`config.mk`:
```
export PLATFORM = sky130hd
export DESIGN_NAME = compacting_array_list
export DESIGN_NICKNAME = d
export VERILOG_FILES = /design/src/hw/rtl/cal_pkg.sv /design/src/hw/rtl/cal_dp.sv /design/src/hw/rtl/cal_ctrl.sv /design/src/hw/rtl/compacting_array_list.sv
export SDC_FILE = /design/constraint.sdc
export NUM_CORES = 2
export LEC_CHECK = 0
export BUFFER_PORTS_ARGS = -buffer_cell sky130_fd_sc_hd__buf_4
export CAP_MARGIN = 10
export CORE_ASPECT_RATIO = 1.25
export CORE_MARGIN = 2
export CORE_UTILIZATION = 64
export DETAILED_ROUTE_END_ITERATION = 10
export PLACE_DENSITY_LB_ADDON = 0.12
export SLEW_MARGIN = 15
export SYNTH_ARGS = -nofsm -noshare
export SYNTH_HDL_FRONTEND = slang
export SYNTH_SLANG_ARGS = --single-unit
export TNS_END_PERCENT = 100
```
`constraint.sdc`:
```
create_clock -name clk -period 6.4 [get_ports clk]
set_clock_uncertainty 0.2 [all_clocks]
set_input_delay 0.96 -clock clk [delete_from_list [all_inputs] [get_ports clk]]
set_output_delay 0.96 -clock clk [all_outputs]
set_load 0.02 [all_outputs]
```
`src/hw/rtl/cal_pkg.sv`:
```
// Shared types, sizes and codes of the compacting array list.
`default_nettype none

package cal_pkg;

    // Store geometry
    localparam int DEPTH = 64;
    localparam int IDX_W = (DEPTH > 1) ? $clog2(DEPTH) : 1;
    localparam int CNT_W = $clog2(DEPTH + 1);

    // Field widths
    localparam int KIND_W = 2;
    localparam int VAL_W  = 32;
    localparam int STAT_W = 3;
    localparam int POS_W  = 6;

    // Stream word widths, padded to whole bytes
    localparam int IN_DATA_W  = ((VAL_W + 7) / 8) * 8;
    localparam int OUT_DATA_W = ((VAL_W + POS_W + 7) / 8) * 8;

    typedef enum logic [KIND_W-1:0] {
        REQ_INSERT = 2'd0,
        REQ_DELETE = 2'd1,
        REQ_DUMP   = 2'd2,
        REQ_NONE   = 2'd3
    } req_kind_t;

    typedef enum logic [STAT_W-1:0] {
        STAT_DONE      = 3'd0,
        STAT_FULL      = 3'd1,
        STAT_NOT_FOUND = 3'd2,
        STAT_EMPTY     = 3'd3,
        STAT_ENTRY     = 3'd4
    } stat_t;

    typedef enum logic [2:0] {
        S_IDLE,
        S_DECODE,
        S_SRCH_RD,
        S_SRCH_CMP,
        S_SHIFT,
        S_SHIFT_WR,
        S_DUMP_RD,
        S_DUMP_OUT
    } ctrl_state_t;

    // Controller to datapath
    typedef struct packed {
        logic  load_in;
        logic  idx_inc;
        logic  rd_cur;
        logic  rd_nxt;
        logic  wr_append;
        logic  wr_shift;
        logic  cnt_inc;
        logic  cnt_dec;
        logic  emit;
        stat_t emit_status;
    } dp_cmd_t;

    // Datapath to controller
    typedef struct packed {
        req_kind_t kind;
        logic      full;
        logic      empty;
        logic      idx_end;
        logic      nxt_end;
        logic      hit;
        logic      out_free;
    } dp_stat_t;

endpackage

`default_nettype wire

```
`src/hw/rtl/cal_dp.sv`:
```
// Datapath of the compacting array list: entry memory, count, index and output word.
`default_nettype none

module cal_dp (
    input  wire logic                          clk,
    input  wire logic                          rst_n,
    input  wire cal_pkg::dp_cmd_t              cmd,
    output cal_pkg::dp_stat_t                  stat,
    input  wire logic [cal_pkg::KIND_W-1:0]    in_kind,
    input  wire logic [cal_pkg::VAL_W-1:0]     in_value,
    input  wire logic                          out_ready,
    output logic                               out_valid,
    output logic [cal_pkg::STAT_W-1:0]         out_status,
    output logic [cal_pkg::VAL_W-1:0]          out_entry,
    output logic [cal_pkg::POS_W-1:0]          out_position,
    output logic                               out_last
);
    import cal_pkg::*;

    logic [VAL_W-1:0]  mem [DEPTH];
    logic [VAL_W-1:0]  rdata_reg;
    logic [VAL_W-1:0]  val_reg;
    req_kind_t         kind_reg;
    logic [CNT_W-1:0]  cnt_reg, cnt_next;
    logic [CNT_W-1:0]  idx_reg, idx_next;
    logic [CNT_W-1:0]  idx_plus;
    logic [IDX_W-1:0]  raddr;
    logic [IDX_W-1:0]  waddr;
    logic [VAL_W-1:0]  wdata;
    logic              mem_we;
    logic              mem_re;

    logic              ovalid_reg, ovalid_next;
    stat_t             ostat_reg;
    logic [VAL_W-1:0]  oentry_reg;
    logic [POS_W-1:0]  opos_reg;
    logic              olast_reg;
    logic              out_free;
    logic              is_entry;

    assign idx_plus = idx_reg + CNT_W'(1);
    assign out_free = !ovalid_reg || out_ready;

    // Report status to the controller
    always_comb
    begin
        stat.kind     = kind_reg;
        stat.full     = (cnt_reg >= CNT_W'(DEPTH));
        stat.empty    = (cnt_reg == '0);
        stat.idx_end  = (idx_reg >= cnt_reg);
        stat.nxt_end  = (idx_plus >= cnt_reg);
        stat.hit      = (rdata_reg == val_reg);
        stat.out_free = out_free;
    end

    // Latch the request word
    always_ff @(posedge clk)
    begin
        if (cmd.load_in)
        begin
            val_reg  <= in_value;
            kind_reg <= req_kind_t'(in_kind);
        end
    end

    // Count and scan index
    always_comb
    begin
        cnt_next = cnt_reg;
        if (cmd.cnt_inc)
            cnt_next = cnt_reg + CNT_W'(1);
        else if (cmd.cnt_dec)
            cnt_next = cnt_reg - CNT_W'(1);

        idx_next = idx_reg;
        if (cmd.load_in)
            idx_next = '0;
        else if (cmd.idx_inc)
            idx_next = idx_plus;
    end

    always_ff @(posedge clk or negedge rst_n)
    begin
        if (!rst_n)
        begin
            cnt_reg <= '0;
            idx_reg <= '0;
        end
        else
        begin
            cnt_reg <= cnt_next;
            idx_reg <= idx_next;
        end
    end

    // Memory ports: append or shift-down write, current or next read
    assign mem_we = cmd.wr_append || cmd.wr_shift;
    assign waddr  = cmd.wr_append ? cnt_reg[IDX_W-1:0] : idx_reg[IDX_W-1:0];
    assign wdata  = cmd.wr_append ? val_reg : rdata_reg;
    assign mem_re = cmd.rd_cur || cmd.rd_nxt;
    assign raddr  = cmd.rd_nxt ? idx_plus[IDX_W-1:0] : idx_reg[IDX_W-1:0];

    always_ff @(posedge clk)
    begin
        if (mem_we)
            mem[waddr] <= wdata;
        if (mem_re)
            rdata_reg <= mem[raddr];
    end

    // Output word register
    assign is_entry = (cmd.emit_status == STAT_ENTRY);

    always_comb
    begin
        ovalid_next = ovalid_reg;
        if (cmd.emit)
            ovalid_next = 1'b1;
        else if (out_ready)
            ovalid_next = 1'b0;
    end

    always_ff @(posedge clk or negedge rst_n)
    begin
        if (!rst_n)
            ovalid_reg <= 1'b0;
        else
            ovalid_reg <= ovalid_next;
    end

    always_ff @(posedge clk)
    begin
        if (cmd.emit)
        begin
            ostat_reg  <= cmd.emit_status;
            oentry_reg <= is_entry ? rdata_reg : '0;
            opos_reg   <= is_entry ? POS_W'(idx_reg) : '0;
            olast_reg  <= is_entry ? stat.nxt_end : 1'b1;
        end
    end

    assign out_valid    = ovalid_reg;
    assign out_status   = ostat_reg;
    assign out_entry    = oentry_reg;
    assign out_position = opos_reg;
    assign out_last     = olast_reg;

    // Checks
    a_cnt_range: assert property (@(posedge clk) disable iff (!rst_n)
        cnt_reg <= CNT_W'(DEPTH))
        else $error("entry count beyond capacity");

    a_append_room: assert property (@(posedge clk) disable iff (!rst_n)
        cmd.wr_append |-> (cnt_reg < CNT_W'(DEPTH)) && cmd.cnt_inc)
        else $error("append without room or without count update");

    a_dec_nonempty: assert property (@(posedge clk) disable iff (!rst_n)
        cmd.cnt_dec |-> cnt_reg != '0)
        else $error("count decrement on empty list");

    a_emit_free: assert property (@(posedge clk) disable iff (!rst_n)
        cmd.emit |-> out_free)
        else $error("output word overwritten before taken");

    a_shift_bound: assert property (@(posedge clk) disable iff (!rst_n)
        cmd.wr_shift |-> idx_plus < cnt_reg)
        else $error("shift write past end of list");

endmodule

`default_nettype wire

```
`src/hw/rtl/cal_ctrl.sv`:
```
// Controller state machine of the compacting array list.
`default_nettype none

module cal_ctrl (
    input  wire logic              clk,
    input  wire logic              rst_n,
    input  wire logic              in_valid,
    output logic                   in_ready,
    input  wire cal_pkg::dp_stat_t stat,
    output cal_pkg::dp_cmd_t       cmd
);
    import cal_pkg::*;

    ctrl_state_t state_reg, state_next;

    always_ff @(posedge clk or negedge rst_n)
    begin
        if (!rst_n)
            state_reg <= S_IDLE;
        else
            state_reg <= state_next;
    end

    // Next state
    always_comb
    begin
        state_next = state_reg;
        unique case (state_reg)
            S_IDLE:
                if (in_valid)
                    state_next = S_DECODE;
            S_DECODE:
                unique case (stat.kind)
                    REQ_INSERT:
                        if (stat.out_free)
                            state_next = S_IDLE;
                    REQ_DELETE:
                        state_next = S_SRCH_RD;
                    REQ_DUMP:
                        if (!stat.empty)
                            state_next = S_DUMP_RD;
                        else if (stat.out_free)
                            state_next = S_IDLE;
                    REQ_NONE:
                        state_next = S_IDLE;
                endcase
            S_SRCH_RD:
                if (!stat.idx_end)
                    state_next = S_SRCH_CMP;
                else if (stat.out_free)
                    state_next = S_IDLE;
            S_SRCH_CMP:
                state_next = stat.hit ? S_SHIFT : S_SRCH_RD;
            S_SHIFT:
                if (!stat.nxt_end)
                    state_next = S_SHIFT_WR;
                else if (stat.out_free)
                    state_next = S_IDLE;
            S_SHIFT_WR:
                state_next = S_SHIFT;
            S_DUMP_RD:
                state_next = S_DUMP_OUT;
            S_DUMP_OUT:
                if (stat.out_free)
                    state_next = stat.nxt_end ? S_IDLE : S_DUMP_RD;
        endcase
    end

    // Commands
    always_comb
    begin
        in_ready        = 1'b0;
        cmd             = '0;
        cmd.emit_status = STAT_DONE;
        unique case (state_reg)
            S_IDLE:
            begin
                in_ready    = 1'b1;
                cmd.load_in = in_valid;
            end
            S_DECODE:
                unique case (stat.kind)
                    REQ_INSERT:
                        if (stat.out_free)
                        begin
                            cmd.emit = 1'b1;
                            if (stat.full)
                                cmd.emit_status = STAT_FULL;
                            else
                            begin
                                cmd.wr_append = 1'b1;
                                cmd.cnt_inc   = 1'b1;
                            end
                        end
                    REQ_DUMP:
                        if (stat.empty && stat.out_free)
                        begin
                            cmd.emit        = 1'b1;
                            cmd.emit_status = STAT_EMPTY;
                        end
                    REQ_DELETE, REQ_NONE:
                        cmd.emit = 1'b0;
                endcase
            S_SRCH_RD:
                if (!stat.idx_end)
                    cmd.rd_cur = 1'b1;
                else if (stat.out_free)
                begin
                    cmd.emit        = 1'b1;
                    cmd.emit_status = STAT_NOT_FOUND;
                end
            S_SRCH_CMP:
                cmd.idx_inc = !stat.hit;
            S_SHIFT:
                if (!stat.nxt_end)
                    cmd.rd_nxt = 1'b1;
                else if (stat.out_free)
                begin
                    cmd.cnt_dec = 1'b1;
                    cmd.emit    = 1'b1;
                end
            S_SHIFT_WR:
            begin
                cmd.wr_shift = 1'b1;
                cmd.idx_inc  = 1'b1;
            end
            S_DUMP_RD:
                cmd.rd_cur = 1'b1;
            S_DUMP_OUT:
                if (stat.out_free)
                begin
                    cmd.emit        = 1'b1;
                    cmd.emit_status = STAT_ENTRY;
                    cmd.idx_inc     = 1'b1;
                end
        endcase
    end

    // Checks
    a_accept_idle: assert property (@(posedge clk) disable iff (!rst_n)
        cmd.load_in |=> state_reg == S_DECODE)
        else $error("accepted word not decoded");

    a_one_write: assert property (@(posedge clk) disable iff (!rst_n)
        !(cmd.wr_append && cmd.wr_shift))
        else $error("two memory writes at once");

    a_cmp_after_rd: assert property (@(posedge clk) disable iff (!rst_n)
        state_reg == S_SRCH_CMP |-> $past(cmd.rd_cur))
        else $error("compare without a fresh read");

endmodule

`default_nettype wire

```
`src/hw/rtl/compacting_array_list.sv`:
```
// Top level of the compacting array list: stream ports around controller and datapath.
//
// Holds an ordered list of up to DEPTH (64) signed 32-bit values in a single-port-write,
// single-port-read memory. One request word is taken at a time; s_axis_tready is high
// only while the block is idle. Insert appends the value at the end of the list, or
// reports full, and emits its result word once the output register is free. Delete scans
// the list entry by entry (registered memory read, then compare) up to the first match,
// then moves each later entry down one place (registered read, then write). Dump emits
// one result word per entry and waits while the output word is not taken. Every request
// gives one result word with tlast set, except dump of a non-empty list, which gives one
// word per entry with tlast on the final one, and request kind 3, which gives none. A
// single output register sits between the block and the master side.
`default_nettype none

module compacting_array_list (
    input  wire logic                           clk,
    input  wire logic                           rst_n,
    input  wire logic                           s_axis_tvalid,
    output logic                                s_axis_tready,
    input  wire logic [cal_pkg::IN_DATA_W-1:0]  s_axis_tdata,   // [31:0] value
    input  wire logic [cal_pkg::KIND_W-1:0]     s_axis_tuser,   // [1:0] req_type
    output logic                                m_axis_tvalid,
    input  wire logic                           m_axis_tready,
    output logic [cal_pkg::OUT_DATA_W-1:0]      m_axis_tdata,   // [31:0] entry, [37:32] position
    output logic [cal_pkg::STAT_W-1:0]          m_axis_tuser,   // [2:0] status
    output logic                                m_axis_tlast
);
    import cal_pkg::*;

    dp_cmd_t           cmd;
    dp_stat_t          stat;
    logic [VAL_W-1:0]  out_entry;
    logic [POS_W-1:0]  out_position;

    cal_ctrl u_ctrl (
        .clk      (clk),
        .rst_n    (rst_n),
        .in_valid (s_axis_tvalid),
        .in_ready (s_axis_tready),
        .stat     (stat),
        .cmd      (cmd)
    );

    cal_dp u_dp (
        .clk          (clk),
        .rst_n        (rst_n),
        .cmd          (cmd),
        .stat         (stat),
        .in_kind      (s_axis_tuser),
        .in_value     (s_axis_tdata[VAL_W-1:0]),
        .out_ready    (m_axis_tready),
        .out_valid    (m_axis_tvalid),
        .out_status   (m_axis_tuser),
        .out_entry    (out_entry),
        .out_position (out_position),
        .out_last     (m_axis_tlast)
    );

    // Pack the result word, padding to whole bytes
    assign m_axis_tdata = OUT_DATA_W'({out_position, out_entry});

endmodule

`default_nettype wire
```
# After elaboration in Yosys (flattened, before gate mapping)
# Memories as Yosys holds them, arrays and structs flattened. A register that Yosys moved wholly into a read port is not among the register bits.
# Index checks and enable logic that the tools add are counted.
# word_totals
regBits	94
ramBits	2048
inputBits	38
output_inout_bits	46
wordCells	92
memories	1
# classes
add_sub_neg	3
n_lt_le_gt_ge	3
n_eq_ne	14
n_mux	47
reduce_logical	14
# memory_table
name	words	word_bits	rd	rd_clocked_by_memory_dff	write_ports	line	rtl
u_dp.mem	64	32	1	1	1	cal_dp.sv:20	logic [VAL_W-1:0] mem [DEPTH];
# ops
cell	count
$eq 32x32->1	1
$mux 32	1
$mux 7	4
$mux 3	8
$pmux 3 s8	1
$mux 4	5
$mux 1	17
$eq 3x3->1 const B	5
$add 7x1->7 const B	2
$ge 7x7->1	2
$mux 6	2
$pmux 3 s4	1
$pmux 3 s3	1
$ge 7x7->1 const B	1
$logic_not 7->1	1
$sub 7x1->7 const B	1
$eq 3x2->1 const B	2
$pmux 1 s3	2
$pmux 3 s2	1
$reduce_bool 2->1	3
$eq 2x2->1 const B	2
$mux 2	2
$pmux 1 s4	1
$eq 3x1->1 const B	1
other kinds (11)	14

# Logic depth before layout (Yosys ltp)
# logic_depth
word_depth	8
mapped_depth	19

# Cells and area by module
# From an unflattened synthesis, not the netlist that was laid out.
# hier_totals
hier_cells	6561
area_unflattened_um2	92865.3
# modules_own_cells
module	instances	cells_per_inst	area_per_inst_um2	seq_area_each_um2
cal_dp	1	6495	92398.6	65117.5
cal_ctrl	1	63	447.9	75.1
compacting_array_list	1	3	18.8	0.0

# Least setup slack after synthesis
# No wires, ideal clock.
# synth_timing
path_type	register to register
start	reg u_dp.idx_reg[0]
end	reg u_dp.rdata_reg[0] (read register of u_dp.mem) (enable)
setup_time_ns	0.434
arrival_ns	4.214
path_slack_ns	1.552
stages_incl_launch_ff	14
path_buffers	3
synth_period_minus_slack_ns	4.848
cell_sequence	dfrtp_1 buf_2 buf_2 inv_2 clkbuf_1 ha_1 nand2b_1 a21o_1 a21o_1 a21o_1 a21o_1 a211oi_1 o31ai_1 a21oi_1
# synth_between
elab_chain_len	5
elab_cells_between_ends	9
cone_classes	1 x add/sub; 2 x order compare; 5 x mux; 1 x reduce/logical
# synth_rtl
item	line	rtl
from (decl)	cal_dp.sv:25	logic [CNT_W-1:0] idx_reg, idx_next;
from (signal assigned)	cal_dp.sv:92	idx_reg <= idx_next;
$add 7x1->7	cal_dp.sv:41	assign idx_plus = idx_reg + CNT_W'(1);
$ge 7x7->1	cal_dp.sv:51	stat.nxt_end = (idx_plus >= cnt_reg);
$mux 1	cal_ctrl.sv:115	if (!stat.nxt_end)
$mux 1	cal_ctrl.sv:75	unique case (state_reg)
$logic_or 1x1->1 *	cal_dp.sv:100	assign mem_re = cmd.rd_cur || cmd.rd_nxt;
via u_dp.mem_re	cal_dp.sv:31	logic mem_re;
to (decl)	cal_dp.sv:21	logic [VAL_W-1:0] rdata_reg;
# Mark *: on every way through the listed nets, which the timed path passes. The rest lies on a longest branch.
# A chain may end at the register's enable or synchronous reset.

# Final worst setup path
# layout_timing
start	reg u_dp.idx_reg[2]
end	reg u_dp.rdata_reg[20] (read register of u_dp.mem), data pin
# layout_between
elab_chain_len	5
elab_cells_between_ends	9
cone_classes	1 x add/sub; 2 x order compare; 5 x mux; 1 x reduce/logical
# layout_rtl
item	line
$add 7x1->7	cal_dp.sv:41
$ge 7x7->1	cal_dp.sv:51
$mux 1	cal_ctrl.sv:115
$mux 1	cal_ctrl.sv:75
$mux 6 or $logic_or 1x1->1 (tied branches)	cal_dp.sv:101, cal_dp.sv:100
# Parallel ways exist; a longest one is shown, timed or not.

==> results.sh <==
export IMPL_total_power_w=0.0549
export IMPL_io_pins=84
export IMPL_area_growth_pct=10.4
export IMPL_drt_wl_total_mm=324
export IMPL_cp_start_kind="flip-flop"
export IMPL_drive_gt1_frac=0.254
export IMPL_port_buffers=81
export IMPL_synthesis_yosys_warnings=0
export IMPL_syn_avg_cell_area_um2=14.7
export IMPL_synth_edf_count=2156
export IMPL_tritoncts="done"
export IMPL_finish_instance_area_um2=110000
export IMPL_fmax_mhz=163
export IMPL_final_setup_viol_count=0
export IMPL_ant_nets=0
export IMPL_crit_path_max_fanout=32
export IMPL_leakagePower_nw=33.8
export IMPL_clockRootBuffer="sky130_fd_sc_hd__clkbuf_16"
export IMPL_ys_ff_latch=2174
export IMPL_grt_usage=0.400
export IMPL_rsz0062_at_grt="no"
export IMPL_seq_area_um2=65200
export IMPL_clk_latency_ns=0.87
export IMPL_dpl_hpwl_mm=184
export IMPL_finalCritPeriodShare=0.957
export IMPL_h_tree_depth=4
export IMPL_top_register="u_dp.mem"
export IMPL_p_per_area_nw_per_um2=497
export IMPL_routed_via_count=70670
export IMPL_run_status="finished, final reports clean"
export IMPL_synth_seq_area_share=0.652
export IMPL_grt_overflow_total=0
export IMPL_timing_max_slew_rel_slack=0.105
export IMPL_routed_wire_length_per_instance_um=36.2
export IMPL_share_of_power_burned_in_registers=0.352
export IMPL_die_height_um=446
export IMPL_post_dp_cell_area_um2=104000
export IMPL_floorplan_rows=162
export IMPL_grt_pass1_vias=69644
export IMPL_switchingPower_w=0.0216
export IMPL_setup_worst_path_class="flip-flop to flip-flop"
export IMPL_vdd_ir_drop_worst_mv=0.668
export IMPL_slew_violations=0
export IMPL_async_reset_ff_frac=0.00828
export IMPL_tritoncts_sinks=2174
export IMPL_finalNetCount=6801
export IMPL_clockBufferDepth=3
export IMPL_yosys_most_used_dff="sky130_fd_sc_hd__edfxtp_1"
export IMPL_largest_net_degree_at_the_start_of_global_routing=149
export IMPL_first_iter_violations=11208
export IMPL_cap_violations=0
export IMPL_via_per_inst=7.87
export IMPL_n_fill_cell=10027
export IMPL_hold_viol_final=0
export IMPL_netlist_area_um2=100000
export IMPL_synth_cell_types=70
export IMPL_postLayoutSetupSlackWorst_ns=0.274
export IMPL_post_route_util=0.709
export IMPL_cts_resized=0
export IMPL_coreArea_um2=156000
export IMPL_antenna_found_initial=24
export IMPL_grt_pass1_wl_mm=464
export IMPL_worst_setup_hold_path_clk_slew_ns=0.07
export IMPL_multi_input_area_um2=32800
export IMPL_drt_first_pass_iters=8
export IMPL_power_share_clock=0.219
export IMPL_post_route_drc_violation_count=0
export IMPL_timing_critical_path_arrival_ns=6.47
export IMPL_fin_setup_tns_ns=0
export IMPL_worstPathRequired_ns=6.75
export IMPL_power_combinational_fraction=0.430
export IMPL_post_place_ws_ns=0.486
export IMPL_fp_dieW_um=358
export IMPL_largest_reg_flops=2048
export IMPL_initial_utilization=0.643
export IMPL_power_switching_share=0.394
export IMPL_period_needed_ns=6.13
export IMPL_synthCells=6815
export IMPL_die_area_um2=160000
export IMPL_cts_made_buffers=202
export IMPL_globalplace_congestion=0.920
export IMPL_hold_path_class="primary input to flip-flop"
export IMPL_worst_margin_slew_ns=1.33
export IMPL_power_internal_w=0.0333
export IMPL_worstSetupEndpointType="flip-flop"
critical path, stage by stage (launching register included):
cell                       delay, ns
sky130_fd_sc_hd__dfrtp_1        0.70
sky130_fd_sc_hd__nand2_1        0.30
sky130_fd_sc_hd__nor2_1         0.23
sky130_fd_sc_hd__nand2_1        0.11
sky130_fd_sc_hd__xnor2_1        0.17
sky130_fd_sc_hd__ha_1           0.31
sky130_fd_sc_hd__nand4_1        0.16
sky130_fd_sc_hd__a211oi_4       0.46
sky130_fd_sc_hd__or2_4          0.57
sky130_fd_sc_hd__nor4_1         0.10
sky130_fd_sc_hd__a31oi_1        0.19
sky130_fd_sc_hd__o21a_4         0.54
sky130_fd_sc_hd__buf_12         0.34
sky130_fd_sc_hd__o22ai_1        0.14
sky130_fd_sc_hd__o21ai_1        1.04
sky130_fd_sc_hd__nand4_1        0.18
worst paths after layout:
kind                       slack (ns)                   startpoint                           end  cells past startpoint
setup / recovery                 0.27  u_dp.idx_reg[2]$_DFFE_PN0P_  u_dp.rdata_reg[20]$_DFFE_PP_                     15
hold / removal                   0.08              s_axis_tdata[7]     u_dp.val_reg[7]$_DFFE_PP_                      1
setup reg to reg                 0.27  u_dp.idx_reg[2]$_DFFE_PN0P_  u_dp.rdata_reg[20]$_DFFE_PP_                     15
hold reg to reg                  0.36  u_dp.idx_reg[6]$_DFFE_PN0P_   u_dp.idx_reg[6]$_DFFE_PN0P_                      2
max in group asynchronous        5.42                        rst_n   u_dp.idx_reg[1]$_DFFE_PN0P_                      2
min in group asynchronous        0.33                        rst_n   u_dp.cnt_reg[1]$_DFFE_PN0P_                      2
stage by stage:
step                      std cells  hold slack (ns)
after floorplan                6816            0.297
after global placement         8586            0.339
after detailed placement       8586            0.342
after CTS                      8965           0.0323
after global routing           8967           0.0491
final                          8974           0.0804
kinds of logic after synthesis:
group | share of synthesized area
mux | 0.123
flops | 0.652
xor+xnor | 0.00376
simple gates | 0.0215
compound gates | 0.169
other cells | 0.0000375
buf+inv | 0.0281
fa+ha+maj | 0.00270
synthesized netlist by cell type (20+ instances only):
cell type | instances | area share
sky130_fd_sc_hd__edfxtp_1 | 2156 | 0.65
sky130_fd_sc_hd__mux2_2 | 915 | 0.10
sky130_fd_sc_hd__o221ai_1 | 867 | 0.076
sky130_fd_sc_hd__o22ai_1 | 609 | 0.038
sky130_fd_sc_hd__o21ai_0 | 499 | 0.025
sky130_fd_sc_hd__clkbuf_1 | 459 | 0.017
sky130_fd_sc_hd__nand2_1 | 193 | 0.0072
sky130_fd_sc_hd__o21ai_1 | 165 | 0.0083
sky130_fd_sc_hd__a2bb2oi_1 | 143 | 0.013
sky130_fd_sc_hd__nor2_1 | 101 | 0.0038
sky130_fd_sc_hd__buf_2 | 99 | 0.0050
sky130_fd_sc_hd__mux2i_1 | 70 | 0.0070
sky130_fd_sc_hd__mux4_2 | 60 | 0.014
sky130_fd_sc_hd__buf_1 | 42 | 0.0016
sky130_fd_sc_hd__and2_1 | 40 | 0.0025
sky130_fd_sc_hd__buf_4 | 38 | 0.0029
sky130_fd_sc_hd__nand4_1 | 36 | 0.0023
sky130_fd_sc_hd__nor3_1 | 36 | 0.0018
sky130_fd_sc_hd__xor2_1 | 35 | 0.0031
sky130_fd_sc_hd__a21oi_1 | 21 | 0.0011
sky130_fd_sc_hd__o21a_1 | 21 | 0.0016
sky130_fd_sc_hd__ha_1 | 20 | 0.0025
layout by cell type, fill, tap and decap left out, types with 16 or more instances in the layout:
| master | Yosys | final |
|---|---|---|
| sky130_fd_sc_hd__inv_1 | 17 | 17 |
| sky130_fd_sc_hd__nand4_1 | 36 | 36 |
| sky130_fd_sc_hd__a211oi_1 | 19 | 19 |
| sky130_fd_sc_hd__nor3_1 | 36 | 35 |
| sky130_fd_sc_hd__mux4_2 | 60 | 60 |
| sky130_fd_sc_hd__o21a_1 | 21 | 17 |
| sky130_fd_sc_hd__mux2_2 | 915 | 915 |
| sky130_fd_sc_hd__o21ai_1 | 165 | 161 |
| sky130_fd_sc_hd__nand2_1 | 193 | 160 |
| sky130_fd_sc_hd__buf_12 | 0 | 42 |
| sky130_fd_sc_hd__and2_1 | 40 | 39 |
| sky130_fd_sc_hd__ha_1 | 20 | 19 |
| sky130_fd_sc_hd__nor2_1 | 101 | 38 |
| sky130_fd_sc_hd__o21ai_0 | 499 | 499 |
| sky130_fd_sc_hd__o31ai_1 | 16 | 16 |
| sky130_fd_sc_hd__buf_4 | 38 | 324 |
| sky130_fd_sc_hd__dfrtp_1 | 18 | 16 |
| sky130_fd_sc_hd__clkinv_1 | 0 | 55 |
| sky130_fd_sc_hd__a21oi_1 | 21 | 20 |
| sky130_fd_sc_hd__bufinv_16 | 0 | 19 |
| sky130_fd_sc_hd__mux2i_1 | 70 | 70 |
| sky130_fd_sc_hd__nor2_4 | 0 | 63 |
| sky130_fd_sc_hd__o22ai_1 | 609 | 608 |
| sky130_fd_sc_hd__xor2_1 | 35 | 35 |
| sky130_fd_sc_hd__nand2_2 | 1 | 26 |
| sky130_fd_sc_hd__a2bb2oi_1 | 143 | 143 |
| sky130_fd_sc_hd__clkbuf_1 | 459 | 39 |
| sky130_fd_sc_hd__clkinv_2 | 0 | 40 |
| sky130_fd_sc_hd__edfxtp_1 | 2156 | 2156 |
| sky130_fd_sc_hd__clkbuf_16 | 0 | 209 |
| sky130_fd_sc_hd__o221ai_1 | 867 | 867 |
per-layer routing:
metal  vias to the layer above  routed length [um]  GRT usage
li1                      28571                   -          -
met1                     35371              109000      0.495
met2                      5438              149000      0.616
met3                      1266               39600     0.0978
met4                        24               27000      0.289
met5                         -                 164          0
area by class of cell:
class | instances | area share
flip-flops and latches | 2174 | 0.590
multi-input cells | 3979 | 0.297
clock buffers | 248 | 0.0487
repair buffers | 367 | 0.0297
well taps | 2050 | 0.0232
clock inverters | 130 | 0.0102
inverters | 18 | 0.000612
diodes | 8 | 0.000181
power groups by stage:
stage          Combinational [W]  Clock, W  Sequential (W)
6_report                  0.0236    0.0120          0.0193
5_1_grt                   0.0244    0.0126          0.0193
4_1_cts                   0.0228    0.0120          0.0192
3_5_place_dp              0.0228         0          0.0195
3_3_place_gp              0.0223         0          0.0195
2_1_floorplan             0.0150         0          0.0193
repair_timing:
action | CTS | global route
setup buffers | 0 | 0
hold buffers | 1 | 0
endpoints found under the hold margin | 18 | 0
(Power assumes the default switching activity.)
